[config.mk]
export PLATFORM = sky130hd
export DESIGN_NAME = mpw_queue
export DESIGN_NICKNAME = d
export VERILOG_FILES = /design/src/design/mpw_pkg.sv /design/src/design/mpw_queue.sv
export SDC_FILE = /design/constraint.sdc
export NUM_CORES = 1
export LEC_CHECK = 0
export ABC_AREA = 1
export BUFFER_PORTS_ARGS = -buffer_cell sky130_fd_sc_hd__buf_2
export CORE_AREA = 2 2 117 141
export DETAILED_ROUTE_END_ITERATION = 10
export DIE_AREA = 0 0 119 143
export PLACE_DENSITY = 0.74
export SLEW_MARGIN = 20
export SYNTH_ARGS = -nofsm -noshare
export SYNTH_HDL_FRONTEND = slang
export SYNTH_SLANG_ARGS = --single-unit
[constraint.sdc]
create_clock -name clock -period 6.2 [get_ports clock]
set_input_delay 1.86 -clock clock [delete_from_list [all_inputs] [get_ports clock]]
set_output_delay 1.86 -clock clock [all_outputs]
set_load 0.01 [all_outputs]
[src/design/mpw_pkg.sv]
`timescale 1ns / 1ps
`default_nettype none
// ---------------------------------------------------------------------------
// mpw_pkg: shared types and constants for the max pooling window block
// Register indexes, line store geometry, the clamped configuration and the
// job record that travels from the front classifier to the back engine.
// ---------------------------------------------------------------------------
package mpw_pkg;

   // line store geometry: columns per row and rows kept in the ring
   localparam int MAX_COLS = 64;
   localparam int MAX_WIN  = 8;

   // register indexes on the csr port
   localparam logic [2:0] REG_MAP_ROWS      = 3'd0;
   localparam logic [2:0] REG_MAP_COLS      = 3'd1;
   localparam logic [2:0] REG_WIN_ROWS      = 3'd2;
   localparam logic [2:0] REG_WIN_COLS      = 3'd3;
   localparam logic [2:0] REG_STEP_ROWS     = 3'd4;
   localparam logic [2:0] REG_STEP_COLS     = 3'd5;
   localparam logic [2:0] REG_CHANNEL_COUNT = 3'd6;

   // configuration after clamping of zero and oversize values
   typedef struct packed {
      logic [10:0] rows;
      logic [6:0]  cols;
      logic [3:0]  wr;
      logic [3:0]  wc;
      logic [3:0]  sr;
      logic [3:0]  sc;
      logic [8:0]  chans;
   } cfg_type;

   // one classified sample: position, ring slots and lowest window starts
   typedef struct packed {
      logic signed [15:0] sample;
      logic [7:0]  channel;
      logic [9:0]  r;
      logic [6:0]  c;
      logic [3:0]  slot_r;
      logic [9:0]  rlo;
      logic [9:0]  rlo_q;
      logic [3:0]  rlo_m;
      logic [3:0]  rlo_slot;
      logic [6:0]  clo;
      logic [6:0]  clo_q;
      logic [3:0]  clo_m;
      logic        r_last;
      logic        c_last;
   } job_type;

endpackage
`default_nettype wire

[src/design/mpw_queue.sv]
`timescale 1ns / 1ps
`default_nettype none
// ---------------------------------------------------------------------------
// mpw_queue: two-entry job queue
// Decouples the classifier from the pooling engine.
// ---------------------------------------------------------------------------
module mpw_queue
   import mpw_pkg::*;
(
   input  wire logic    clock,
   input  wire logic    reset,
   input  wire logic    push,
   input  wire job_type push_job,
   input  wire logic    pop,
   output job_type      pop_job,
   output logic         full,
   output logic         empty
);

   job_type    entry_ff [2];
   logic       wptr_ff, rptr_ff;
   logic [1:0] count_ff;

   assign full    = count_ff == 2'd2;
   assign empty   = count_ff == 2'd0;
   assign pop_job = entry_ff[rptr_ff];

   // entry storage
   always_ff @(posedge clock) begin
      if (push) begin
         entry_ff[wptr_ff] <= push_job;
      end
   end

   // pointers and fill level
   always_ff @(posedge clock) begin
      if (reset) begin
         wptr_ff  <= 1'b0;
         rptr_ff  <= 1'b0;
         count_ff <= 2'd0;
      end else begin
         if (push) wptr_ff <= !wptr_ff;
         if (pop)  rptr_ff <= !rptr_ff;
         if (push && !pop) count_ff <= count_ff + 2'd1;
         else if (pop && !push) count_ff <= count_ff - 2'd1;
      end
   end

endmodule
`default_nettype wire

==> summary.txt <==
number of nets with antenna violations after routing: 0
Vias: 3574
CP Launch Type: register
final period utilization: 65.9%
final setup fails: 0
outcome: complete, no violations
Setup TNS: 0 ps
CP peak stage delay: 790 ps
Seq/Total Area, Yosys: 78.8%
first drt pass iteration count: 4
# IOs: 192
gp weighted congestion: 0.686
Max-Slew Margin vs Limit: 52.1%
CTS sink cnt: 191
FF+latch count, synth: 191
H-Tree Depth: 4
slowest CP cell: dfxtp_4
Via density: 4.78
critical path start-end classification: register to primary output
Peak VDD IR: 0.191 mV
core footprint: 0.0156 sq mm
post-cts resize count: 0
clk_skew: 8.77 ps
Remaining DRCs: 0
DP Area: 0.00840 sq mm
# hold bufs at CTS: 0
GRT overflow: 0
design area: 0.00901 sq mm
yosys warns: 0
data required time of the critical path: 4340 ps
Die Area: 0.0170 sq mm
delay-heaviest family, CP: flip-flops
CTS clock-pin slew for the worst setup and hold paths: 70 ps
leading area contributor after synthesis: edfxtp_1
Syn Nets: 420
CP Max Fanout: 53
RSZ-0062 raised after global routing: false
Mapped Cells: 322
Fmax: 0.245 GHz
post-CTS setup buffer count: 0
Buf+Inv Stages, Crit Path: 2
minimum clock period: 4080 ps
top-area cell type share of the netlist area: 77.4%
Clock Tree Root: clkbuf_16
Initial DRC Count: 204
total power: 2.91 mW
Pwr Density: 323 mW/mm^2
row cnt: 50
initial core utilization: 46.3%
Detailed Place HPWL: 8510 um
Place WS: 2490 ps
Layout area overhead: 24.8%
max-cap violations: 0
GRT Resource Usage Total: 15.2%
Worst Tran Pin Value: 718 ps
die width: 119 um
DIE HEIGHT: 143 um
pin count of the biggest net entering global routing: 56
cts bufs inserted: 17
final hold vios: 0
worst hold path class: register to register
Leak: 3.56 nW
first-pass GRT wire length: 19300 um
CTS tree: built
synthesized area per cell: 22.4 sq um
antenna cell count: 0
Yosys cell types: 17
share of cells above drive strength 1: 59.7%
initial antenna violation count: 1
Synth Cell Area: 0.00722 sq mm
PortBufs: 191
dominant cells by area after synthesis: edfxtp_1, mux2_4, mux2_2, dfxtp_1, buf_6
Longest Clk Path Bufs: 2
Net count, final: 624
Final WS setup: 2120 ps
drt total wl: 12800 um
vias in the first global route: 3889
Critical Path AT: 2220 ps
Slew Limit Fails: 0
crit path cell chain: buf_12 > mux2_2 > buf_2
CP Capture Type: primary output
Clk Latency, worst-skew pair: 420 ps
WL/cell: 17.1 um
per-stage QoR:
stage	std cells	hold slack (ps)	util, %
after detailed placement	714	515	53.9
after floorplan	322	480	-
after CTS	746	533	57.7
after global routing	747	583	57.8
final	747	537	57.8
after global placement	714	499	53.9
synth_stat cells:
library cell and count:
buf_2 2, dfxtp_1 5, nand4_1 1, inv_1 9, nor3_1 1, mux2_4 70, buf_6 7, a21oi_1 1
ha_1 1, nand3_1 1, o21ai_0 1, buf_4 1, nor2_1 7, mux2_2 23, xnor2_1 1, nand2_1 5
edfxtp_1 186
layout by cell type (no fill, tap or decap), drive strengths merged, types with 2 or more instances in the layout:
master  Yosys  routed
buf        10     195
edfxtp    186     186
mux2       93      93
clkbuf      0      20
inv         9      11
nor2        7       7
clkinv      0       7
nand2       5       5
dfxtp       5       5
bufinv      0       2
routing by layer:
metal / GRT usage [%] / part of all wire [%]
met5: 0 / 0.094
met4: 6.14 / 1.4
met3: 5.59 / 6.6
met2: 27.2 / 53
met1: 16.3 / 39
sequential cells by signal, summed over array words and instances, names as in the netlist, named ones only:
register  count
entry_ff    186
count_ff      2
rptr_ff       1
wptr_ff       1
cell type report:
| type | count | area (sq um) |
|---|---|---|
| Clock inverter | 12 | 135 |
| Sequential cell | 191 | 5690 |
| Clock buffer | 20 | 457 |
| Tap cell | 208 | 260 |
| Multi-Input combinational cell | 112 | 1410 |
| Timing Repair Buffer | 195 | 1020 |
| Inverter | 9 | 36.3 |
| Fill cell | 1180 | 6570 |
kinds of logic after synthesis:
logic type | Yosys count | synth area share, %
xor gates and xnor gates | 1 | 0.121
DFF | 191 | 78.8
adders and majority gates | 1 | 0.173
AOI/OAI and AO/OA | 2 | 0.139
buffers and inverters | 19 | 1.80
and+or+nand+nor | 15 | 0.849
muxes | 93 | 18.1
worst reg2reg max path, stage by stage (launching register included):
cell	delay (ps)
dfxtp_1	390
nand2_1	110
inv_4	520
buf_4	600
power by group:
part           switching, mW  internal (mW)  total (mW)  leakage (nW)
clock                  0.454          0.619        1.07         0.291
combinational          0.149          0.165       0.314          1.48
sequential            0.0298           1.49        1.52          1.79
path summary, 6_finish.rpt:
check             depth (start not counted)         endpoint  startpoint  slack (ps)
setup / recovery                          3      pop_job[91]    register        2120
hold / removal                            2          rptr_ff     rptr_ff         540
setup reg to reg                          3  entry_ff[1][44]     wptr_ff        4210
hold reg to reg                           2          rptr_ff     rptr_ff         540
Note: power is estimated with default switching activity, not from simulation.
