## config.mk

```make
export PLATFORM = sky130hd
export DESIGN_NAME = mpw_front
export DESIGN_NICKNAME = d
export VERILOG_FILES = /design/src/design/mpw_pkg.sv /design/src/design/mpw_front.sv
export SDC_FILE = /design/constraint.sdc
export NUM_CORES = 1
export LEC_CHECK = 0
export BUFFER_PORTS_ARGS = -buffer_cell sky130_fd_sc_hd__buf_2
export CAP_MARGIN = 30
export CORE_AREA = 2 2 109 111
export CTS_CLUSTER_SIZE = 20
export DETAILED_ROUTE_END_ITERATION = 10
export DIE_AREA = 0 0 111 113
export GPL_TIMING_DRIVEN = 0
export HOLD_SLACK_MARGIN = 0.12
export PLACE_DENSITY = 0.71
export SYNTH_ARGS = -nofsm -noshare
export SYNTH_HDL_FRONTEND = slang
export SYNTH_SLANG_ARGS = --single-unit
```

## constraint.sdc

```tcl
create_clock -name clock -period 5.1 [get_ports clock]
set_input_delay 1.02 -clock clock [delete_from_list [all_inputs] [get_ports clock]]
set_output_delay 1.02 -clock clock [all_outputs]
set_load 0.01 [all_outputs]
```

## src/design/mpw_pkg.sv

```systemverilog
`timescale 1ns / 1ps
`default_nettype none
// ---------------------------------------------------------------------------
// mpw_pkg: shared types and constants for the max pooling window block
// Register indexes, line store geometry, the clamped configuration and the
// job record that travels from the front classifier to the back engine.
// ---------------------------------------------------------------------------
package mpw_pkg;

   // line store geometry: columns per row and rows kept in the ring
   localparam int MAX_COLS = 64;
   localparam int MAX_WIN  = 8;

   // register indexes on the csr port
   localparam logic [2:0] REG_MAP_ROWS      = 3'd0;
   localparam logic [2:0] REG_MAP_COLS      = 3'd1;
   localparam logic [2:0] REG_WIN_ROWS      = 3'd2;
   localparam logic [2:0] REG_WIN_COLS      = 3'd3;
   localparam logic [2:0] REG_STEP_ROWS     = 3'd4;
   localparam logic [2:0] REG_STEP_COLS     = 3'd5;
   localparam logic [2:0] REG_CHANNEL_COUNT = 3'd6;

   // configuration after clamping of zero and oversize values
   typedef struct packed {
      logic [10:0] rows;
      logic [6:0]  cols;
      logic [3:0]  wr;
      logic [3:0]  wc;
      logic [3:0]  sr;
      logic [3:0]  sc;
      logic [8:0]  chans;
   } cfg_type;

   // one classified sample: position, ring slots and lowest window starts
   typedef struct packed {
      logic signed [15:0] sample;
      logic [7:0]  channel;
      logic [9:0]  r;
      logic [6:0]  c;
      logic [3:0]  slot_r;
      logic [9:0]  rlo;
      logic [9:0]  rlo_q;
      logic [3:0]  rlo_m;
      logic [3:0]  rlo_slot;
      logic [6:0]  clo;
      logic [6:0]  clo_q;
      logic [3:0]  clo_m;
      logic        r_last;
      logic        c_last;
   } job_type;

endpackage
`default_nettype wire

```

## src/design/mpw_front.sv

```systemverilog
`timescale 1ns / 1ps
`default_nettype none
// ---------------------------------------------------------------------------
// mpw_front: raster position tracking and sample classification
// Tracks row, column and channel of the stream, plus the lowest window
// start that can still end at the current sample, with its quotient and
// remainder by the step kept as running counters.
// ---------------------------------------------------------------------------
module mpw_front
   import mpw_pkg::*;
(
   input  wire logic        clock,
   input  wire logic        reset,
   input  wire cfg_type     cfg,
   input  wire logic        restart,
   input  wire logic        req_valid,
   output logic             req_ready,
   input  wire logic [15:0] req_sample,
   input  wire logic        q_full,
   output logic             q_push,
   output job_type          q_job
);

   logic [9:0] r_ff, rlo_ff, rlo_q_ff;
   logic [6:0] c_ff, clo_ff, clo_q_ff;
   logic [3:0] slot_ff, rlo_slot_ff, rlo_m_ff, clo_m_ff;
   logic [7:0] ch_ff;
   logic       col_wrap, row_wrap, ch_wrap;

   assign req_ready = !q_full;
   assign q_push    = req_valid && !q_full;

   assign col_wrap = ({1'b0, c_ff} + 8'd1) >= {1'b0, cfg.cols};
   assign row_wrap = ({1'b0, r_ff} + 11'd1) >= cfg.rows;
   assign ch_wrap  = ({1'b0, ch_ff} + 9'd1) >= cfg.chans;

   // job record for the current sample
   always_comb begin
      q_job          = '0;
      q_job.sample   = $signed(req_sample);
      q_job.channel  = ch_ff;
      q_job.r        = r_ff;
      q_job.c        = c_ff;
      q_job.slot_r   = slot_ff;
      q_job.rlo      = rlo_ff;
      q_job.rlo_q    = rlo_q_ff;
      q_job.rlo_m    = rlo_m_ff;
      q_job.rlo_slot = rlo_slot_ff;
      q_job.clo      = clo_ff;
      q_job.clo_q    = clo_q_ff;
      q_job.clo_m    = clo_m_ff;
      q_job.r_last   = ({1'b0, r_ff} + 11'd1) == cfg.rows;
      q_job.c_last   = ({1'b0, c_ff} + 8'd1) == {1'b0, cfg.cols};
   end

   // position counters, advanced on each input transfer
   always_ff @(posedge clock) begin
      if (reset || restart) begin
         r_ff <= '0; rlo_ff <= '0; rlo_q_ff <= '0; rlo_m_ff <= '0;
         c_ff <= '0; clo_ff <= '0; clo_q_ff <= '0; clo_m_ff <= '0;
         slot_ff <= '0; rlo_slot_ff <= '0;
         if (reset) begin
            ch_ff <= '0;
         end
      end else if (q_push) begin
         if (col_wrap) begin
            c_ff <= '0; clo_ff <= '0; clo_q_ff <= '0; clo_m_ff <= '0;
            if (row_wrap) begin
               r_ff <= '0; rlo_ff <= '0; rlo_q_ff <= '0; rlo_m_ff <= '0;
               slot_ff <= '0; rlo_slot_ff <= '0;
               ch_ff <= ch_wrap ? 8'd0 : ch_ff + 8'd1;
            end else begin
               r_ff    <= r_ff + 10'd1;
               slot_ff <= ({1'b0, slot_ff} + 5'd1 == 5'(MAX_WIN)) ? 4'd0 : slot_ff + 4'd1;
               if (({1'b0, r_ff} + 11'd1) >= {7'd0, cfg.wr}) begin
                  rlo_ff      <= rlo_ff + 10'd1;
                  rlo_slot_ff <= ({1'b0, rlo_slot_ff} + 5'd1 == 5'(MAX_WIN)) ?
                                 4'd0 : rlo_slot_ff + 4'd1;
                  if (rlo_m_ff + 4'd1 == cfg.sr) begin
                     rlo_m_ff <= '0;
                     rlo_q_ff <= rlo_q_ff + 10'd1;
                  end else begin
                     rlo_m_ff <= rlo_m_ff + 4'd1;
                  end
               end
            end
         end else begin
            c_ff <= c_ff + 7'd1;
            if (({1'b0, c_ff} + 8'd1) >= {4'd0, cfg.wc}) begin
               clo_ff <= clo_ff + 7'd1;
               if (clo_m_ff + 4'd1 == cfg.sc) begin
                  clo_m_ff <= '0;
                  clo_q_ff <= clo_q_ff + 7'd1;
               end else begin
                  clo_m_ff <= clo_m_ff + 4'd1;
               end
            end
         end
      end
   end

endmodule
`default_nettype wire

```

==> metrics.csv, run 1 <==
metric,value,unit
status,completed,
antenna violations before repair,0,
Syn-to-layout area delta,25.1,%
drt drc,0,
area of the core,11300,µm²
Std-Cell Rows,39,
Mapped Avg Cell Area,8.24,µm²
minimum clock period,4870,ps
die area,12500,µm²
post-route ant nets,0,
layout cells sized above 1,24.3,%
syn nets,719,
postcts setup bufs,0,
drt pass-1 iters,6,
Highest Clock Rate,0.205,GHz
Startpoint Class,register,
Worst Tran Pin Value,811,ps
PwrDens,242,nW/µm²
leakage,2.86,nW
largest net degree at the start of global routing,13,
via density per instance,5.58,
Clock Skew,7.60,ps
RSZ-0062 raised after global routing,no,
Worst VDD drop,0.170,mV
"Async S/R FF share, synth",0,%
Final Max Tran Viols,0,
CP Max Fanout,10,
# IOs,159,
Hold Path Class,reg -> reg,
worst hold start,rlo_slot_ff[1],
total gr overflow,0,
Sink Count,75,
starting density of the core,44.6,%
final period utilization,95.5,%
Die Y,113,µm
"EDFF count, synth",8,
Critical Path RT,4080,ps
Routability Congestion,0.835,
CP endpoint kind,primary output,
Hold Path End,rlo_slot_ff[1],
Combinational Power Share,9.4,%
Worst Path Arrival,3850,ps
max-cap violations,0,
Syn Std Cell Area,5030,µm²
crit path kind,reg -> out,
dpl cells,896,
clock tree root driver cell,clkbuf_16,
cts hold-fix bufs,0,
Slew HR,45.4,%
Main synth FF type,dfxtp_1,
YS warnings,0,
Chip Width,111,µm
TritonCTS clock tree,done,
port buffer count,142,
R2R Path Start,r_ff[0],
Via Count,5090,
clk buf depth,2,
H-tree depth,3,
routed wire length,13800,µm
flop2flop setup slack,400,ps
sw frac,22.1,%
first-pass GRT wire length,22500,µm
Final Net Count,872,
Flop pwr share,40.2,%
"Clk pin slew, worst setup/hold paths",60,ps
Net Sw Power,337,µW
setup_tns,0,ps
fin cells,912,
post-DP HPWL,10500,µm
Num CTS Buffers,9,
Seq cells post-synth,75,
clk_lat worst skew,340,ps
routed len/inst,15.2,µm
Gate Count Post-Synth,611,
Clock Power Share,50.4,%
vias in the first global route,4728,
"Seq/Total Area, Yosys",31.4,%
setup ws final,229,ps
P_int,1.18,mW
WHS Path Cells,2,
Final Hold Fails,0,
final-report setup violation count,0,
DRT iter0 DRCs,288,
antenna diode count,0,
Place WS,329,ps
FF-to-FF path depth,16,
"Distinct cells, synth",55,
gr usage total,21.6,%
Crit Reg-Reg Endpoint,r_ff[4],
[placed cells by master, fill, tap and decap left out, drive strengths merged, types with 5 or more instances in the layout]
cell	n
edfxtp	8
a21o	15
nand2	45
nand3	42
a32o	11
a21boi	8
and3	8
xnor2	25
or3	11
a2111oi	5
nor3	15
o22ai	8
clkbuf	34
nor4	6
nand2b	5
xor2	11
a31oi	7
nor2	37
o221ai	7
inv	54
a211oi	7
mux2i	10
ha	44
o21ai	26
buf	162
nand4	17
dfxtp	67
a21oi	29
or4	6
[Yosys cell counts (all sizes together) (2+ instances only)]
library cell  instances  area, µm²
nand2                45        171
xnor2                25        219
a31oi                 7       43.8
a211oi                7       57.6
a2111oi               5       62.6
nor2                 37        139
or3                  11       68.8
a32o                 11        110
or2                   4       25.0
nor3b                 4       30.0
a21o                 15        113
o22ai                 8       50.1
and3                  8       50.1
and2                  2       12.5
xor2                 11       96.3
clkbuf               20       75.1
nor4                  6       37.5
ha                   44        551
or4                   6       45.0
a22oi                 2       15.0
a41oi                 3       26.3
nor3                 15       75.1
o31ai                 2       15.0
buf                  20        149
edfxtp                8        240
nand4                17        106
nand2b                5       31.3
a21oi                29        145
dfxtp                67       1340
nand3                42        215
o21a                  4       30.0
a21boi                8       60.1
inv                  54        203
o2111ai               3       26.3
o21ai                26        130
nor2b                 2       12.5
and4                  2       17.5
o221ai                7       61.3
mux2i                10        100
[through the flow]
step | power (mW) | util [%] | area, µm² | hold WS [ps]
finish | 1.52 | 55.8 | 6290 | 486
CTS | 1.53 | 55.8 | 6290 | 491
detailed placement | 0.767 | 52.5 | 5920 | 478
global placement | 0.762 | 52.5 | 5920 | 470
floorplan | 0.711 | - | 5030 | 496
global route | 1.57 | 55.8 | 6290 | 513
[cells by family after synthesis]
group	share of synthesized area, %
compound gates	19.9
xor+xnor	6.27
fa+ha+maj	10.9
buf+inv	8.55
flops	31.4
mux	1.99
simple gates	20.9
[worst max-delay path: stages (launching register included)]
cell and delay, ps:
dfxtp_1 550, ha_1 380, nand2_1 170, nor2_1 250, and3_1 220, xnor2_1 220
clkbuf_2 320, inv_1 120, ha_1 310, and4_1 210, nand2_1 70, a211oi_2 310
nor3b_1 220, buf_2 160
[cell type report]
cell class | instances | area [µm²]
well taps | 143 | 179
clock buffers | 14 | 307
clock inverters | 2 | 60.1
plain buffers | 40 | 225
flip-flops and latches | 75 | 1580
repair buffers | 142 | 711
inverters | 55 | 206
multi-input cells | 441 | 3030
fillers | 1028 | 4980
[registers in the layout, indices dropped and copies added (netlist names)]
signal	count
c_ff	7
ch_ff	8
clo_ff	7
clo_m_ff	4
clo_q_ff	7
r_ff	10
rlo_ff	10
rlo_m_ff	4
rlo_q_ff	10
rlo_slot_ff	4
slot_ff	4
[per-layer routing]
metal | part of all wire (%) | GRT usage [%] | vias up
li1 | - | - | 2512
met2 | 48 | 36.2 | 195
met3 | 6.7 | 5.09 | 24
met4 | 1.5 | 7.25 | 0
met5 | 0 | 0 | -
met1 | 44 | 27.5 | 2359
[power groups by stage]
stage / sequential, mW / clock (mW) / combinational (mW)
floorplan: 0.624 / 0 / 0.0867
global placement: 0.623 / 0 / 0.139
detailed placement: 0.623 / 0 / 0.143
CTS: 0.610 / 0.773 / 0.144
global route: 0.611 / 0.796 / 0.160
finish: 0.610 / 0.767 / 0.143
[timing repair]
| item | in CTS | in global routing |
|---|---|---|
| gates resized for setup | 1 | 1 |
| endpoints found under the setup margin | 1 | 1 |
| pin swaps | 0 | 0 |
[worst max path at each step]
stage	from	slack (ps)	to	cells past startpoint
final	r_ff[0]	230	q_job[1]	13
after detailed placement	r_ff[0]	330	q_job[1]	13
after global placement	r_ff[0]	370	q_job[1]	13
after CTS	r_ff[0]	120	q_job[1]	13
after floorplan	r_ff[0]	980	q_job[1]	12
after global routing	r_ff[0]	2	q_job[1]	13
No activity file was read; power rests on OpenSTA's default activity.
==> run 2, diff against run 1 <==
- RECOVER_POWER: not set -> 100
==> run 2 against run 1 <==
  * Sequential power about the same
  * Worst setup slack gained 18 ps
  * Combinational power is 3% lower
  * Global-route usage unchanged
  * Largest cell class unchanged
  * Clock power about the same
==> metrics.csv, run 2 (same netlist as run 1, synthesis figures left out) <==
metric,value,unit,change
status,completed,,
flop2flop setup slack,470,ps,+70 ps
Critical Path RT,4080,ps,about the same
clk buf depth,2,,unchanged
drt pass-1 iters,5,,-1
Std-Cell Rows,39,,unchanged
most frequent cells in the layout,"116 x clkbuf_1, 67 x dfxtp_1, 54 x inv_1",,
CP bufs+invs,3,,unchanged
Clock Skew,7.95,ps,+0.355 ps
Sink Count,75,,unchanged
leakage,2.48,nW,-13%
Clock Power Share,50.6,%,+0.2 points
cell family contributing the most delay on the critical path,simple AND/OR/NAND/NOR gates,,
"commonest non-fill, non-tap cell in the layout",clkbuf_1,,
Combinational Power Share,9.2,%,-0.2 points
minimum clock period,4850,ps,-17.9 ps
max incr delay on CP,550,ps,about the same
CP endpoint kind,primary output,,
"Clk pin slew, worst setup/hold paths",60,ps,about the same
clk_lat worst skew,340,ps,about the same
drt drc,0,,unchanged
crit path cell chain,ha_1 > nand2_1 > nor2_1 > and3_1 > xnor2_1 > clkbuf_2 > inv_1 > ha_1 > and4_1 > nand2_1 > a211oi_2 > nor3b_1 > buf_2,,
layout cells sized above 1,11.8,%,-12 points
final period utilization,95.2,%,-0.35 points
worst setup path start,r_ff[0],,
first-pass GRT wire length,22500,µm,unchanged
Num CTS Buffers,9,,unchanged
clock tree root driver cell,clkbuf_16,,
PwrDens,246,nW/µm²,+1.8%
antenna diode count,0,,unchanged
via density per instance,5.61,,+0.47%
post-DP HPWL,10500,µm,unchanged
setup_tns,0,ps,unchanged
antenna violations before repair,0,,unchanged
Flop pwr share,40.2,%,about the same
worst hold start,rlo_slot_ff[1],,
H-tree depth,3,,unchanged
biggest regs,"r_ff: 10 flops, rlo_ff: 10 flops, rlo_q_ff: 10 flops",,
area of the core,11300,µm²,unchanged
largest net degree at the start of global routing,13,,unchanged
Final Hold Fails,0,,unchanged
Critical-path top delay cell,dfxtp_1,,
starting density of the core,44.6,%,unchanged
crit path kind,reg -> out,,
die area,12500,µm²,unchanged
# IOs,159,,unchanged
TritonCTS clock tree,done,,
Net Sw Power,338,µW,+0.30%
routed wire length,13900,µm,+0.38%
Worst Path Arrival,3830,ps,-20 ps
post-route ant nets,0,,unchanged
Slew HR,47.8,%,+2.4 points
Chip Width,111,µm,unchanged
sw frac,22.2,%,+0.11 points
Worst Tran Pin Value,775,ps,-35.9 ps
Die Y,113,µm,unchanged
gr usage total,21.6,%,unchanged
Final Net Count,872,,unchanged
dpl cells,896,,unchanged
CP Max Fanout,10,,unchanged
DRT iter0 DRCs,278,,-3.5%
Startpoint Class,register,,
routed len/inst,15.2,µm,+0.38%
Hold Path End,rlo_slot_ff[1],,
# fillers,1082,,+5.3%
fin cells,912,,unchanged
Worst VDD drop,0.169,mV,-0.61%
FF-to-FF path depth,16,,unchanged
final-report setup violation count,0,,unchanged
port buffer count,142,,unchanged
Syn-to-layout area delta,22.7,%,
vias in the first global route,4728,,unchanged
postcts setup bufs,0,,unchanged
R2R Path Start,r_ff[0],,
Hold Path Class,reg -> reg,,
Final Max Tran Viols,0,,unchanged
max-cap violations,0,,unchanged
WHS Path Cells,2,,unchanged
Highest Clock Rate,0.206,GHz,+0.37%
total gr overflow,0,,unchanged
Via Count,5114,,+0.47%
area occupied by multi-input gates,3030,µm²,unchanged
Routability Congestion,0.835,,unchanged
Crit Reg-Reg Endpoint,r_ff[4],,
FF+latch area,1580,µm²,unchanged
P_int,1.18,mW,-0.32%
[run 2: cell count changes in the layout (fill, tap and decap cells not counted), sizes merged]
cell,delta
buf,-96
clkbuf,+96
[run 2: per-stage QoR]
step                      worst slack, ps  cell area, µm²  hold slack (ps)  utilization (%)  power, mW
after CTS                             125            6290              491             55.8       1.53
after floorplan                       976            5030              496                -      0.711
after global routing               -0.597            6170              515             54.8       1.56
after global placement                366            5920              470             52.5      0.762
final                                 247            6170              488             54.8       1.52
after detailed placement              329            5920              478             52.5      0.767
[run 2: cell type report]
class	count	share of cell area [%]
multi-input cells	441	49.0
flip-flops and latches	75	25.6
repair buffers	142	9.61
clock buffers	14	4.97
plain buffers	40	3.57
inverters	55	3.34
well taps	143	2.90
clock inverters	2	0.973
[run 2: worst min-delay path, cell delays in order, from the launching register on]
cell	delay, ps
dfxtp_1	330
inv_1	60
o22ai_1	50
[run 2: how the worst max path moves through the flow]
stage	end	cells after the start
after floorplan	q_job[1]	12
after global placement	q_job[1]	13
after detailed placement	q_job[1]	13
after CTS	q_job[1]	13
after global routing	q_job[1]	13
final	q_job[1]	13
[run 2: per-layer routing]
| metal | vias up | wire length (µm) | track usage (%) |
|---|---|---|---|
| met2 | 208 | 6680 | 36.2 |
| met4 | 0 | 187 | 7.25 |
| li1 | 2520 | - | - |
| met5 | - | 0 | 0 |
| met3 | 20 | 1040 | 5.09 |
| met1 | 2366 | 5990 | 27.5 |
[run 2: power by group through the flow]
stage               registers [mW]  clock network [mW]  logic [mW]
floorplan                    0.624                   0      0.0867
global placement             0.623                   0       0.139
detailed placement           0.623                   0       0.143
CTS                          0.610               0.773       0.144
global route                 0.611               0.796       0.157
finish                       0.611               0.767       0.139
[run 2: repair_timing]
item,CTS,global route
cloned,0,0
hold buffers,0,0
gates resized for setup,1,1
setup endpoints to repair,1,1
endpoints found under the hold margin,0,0
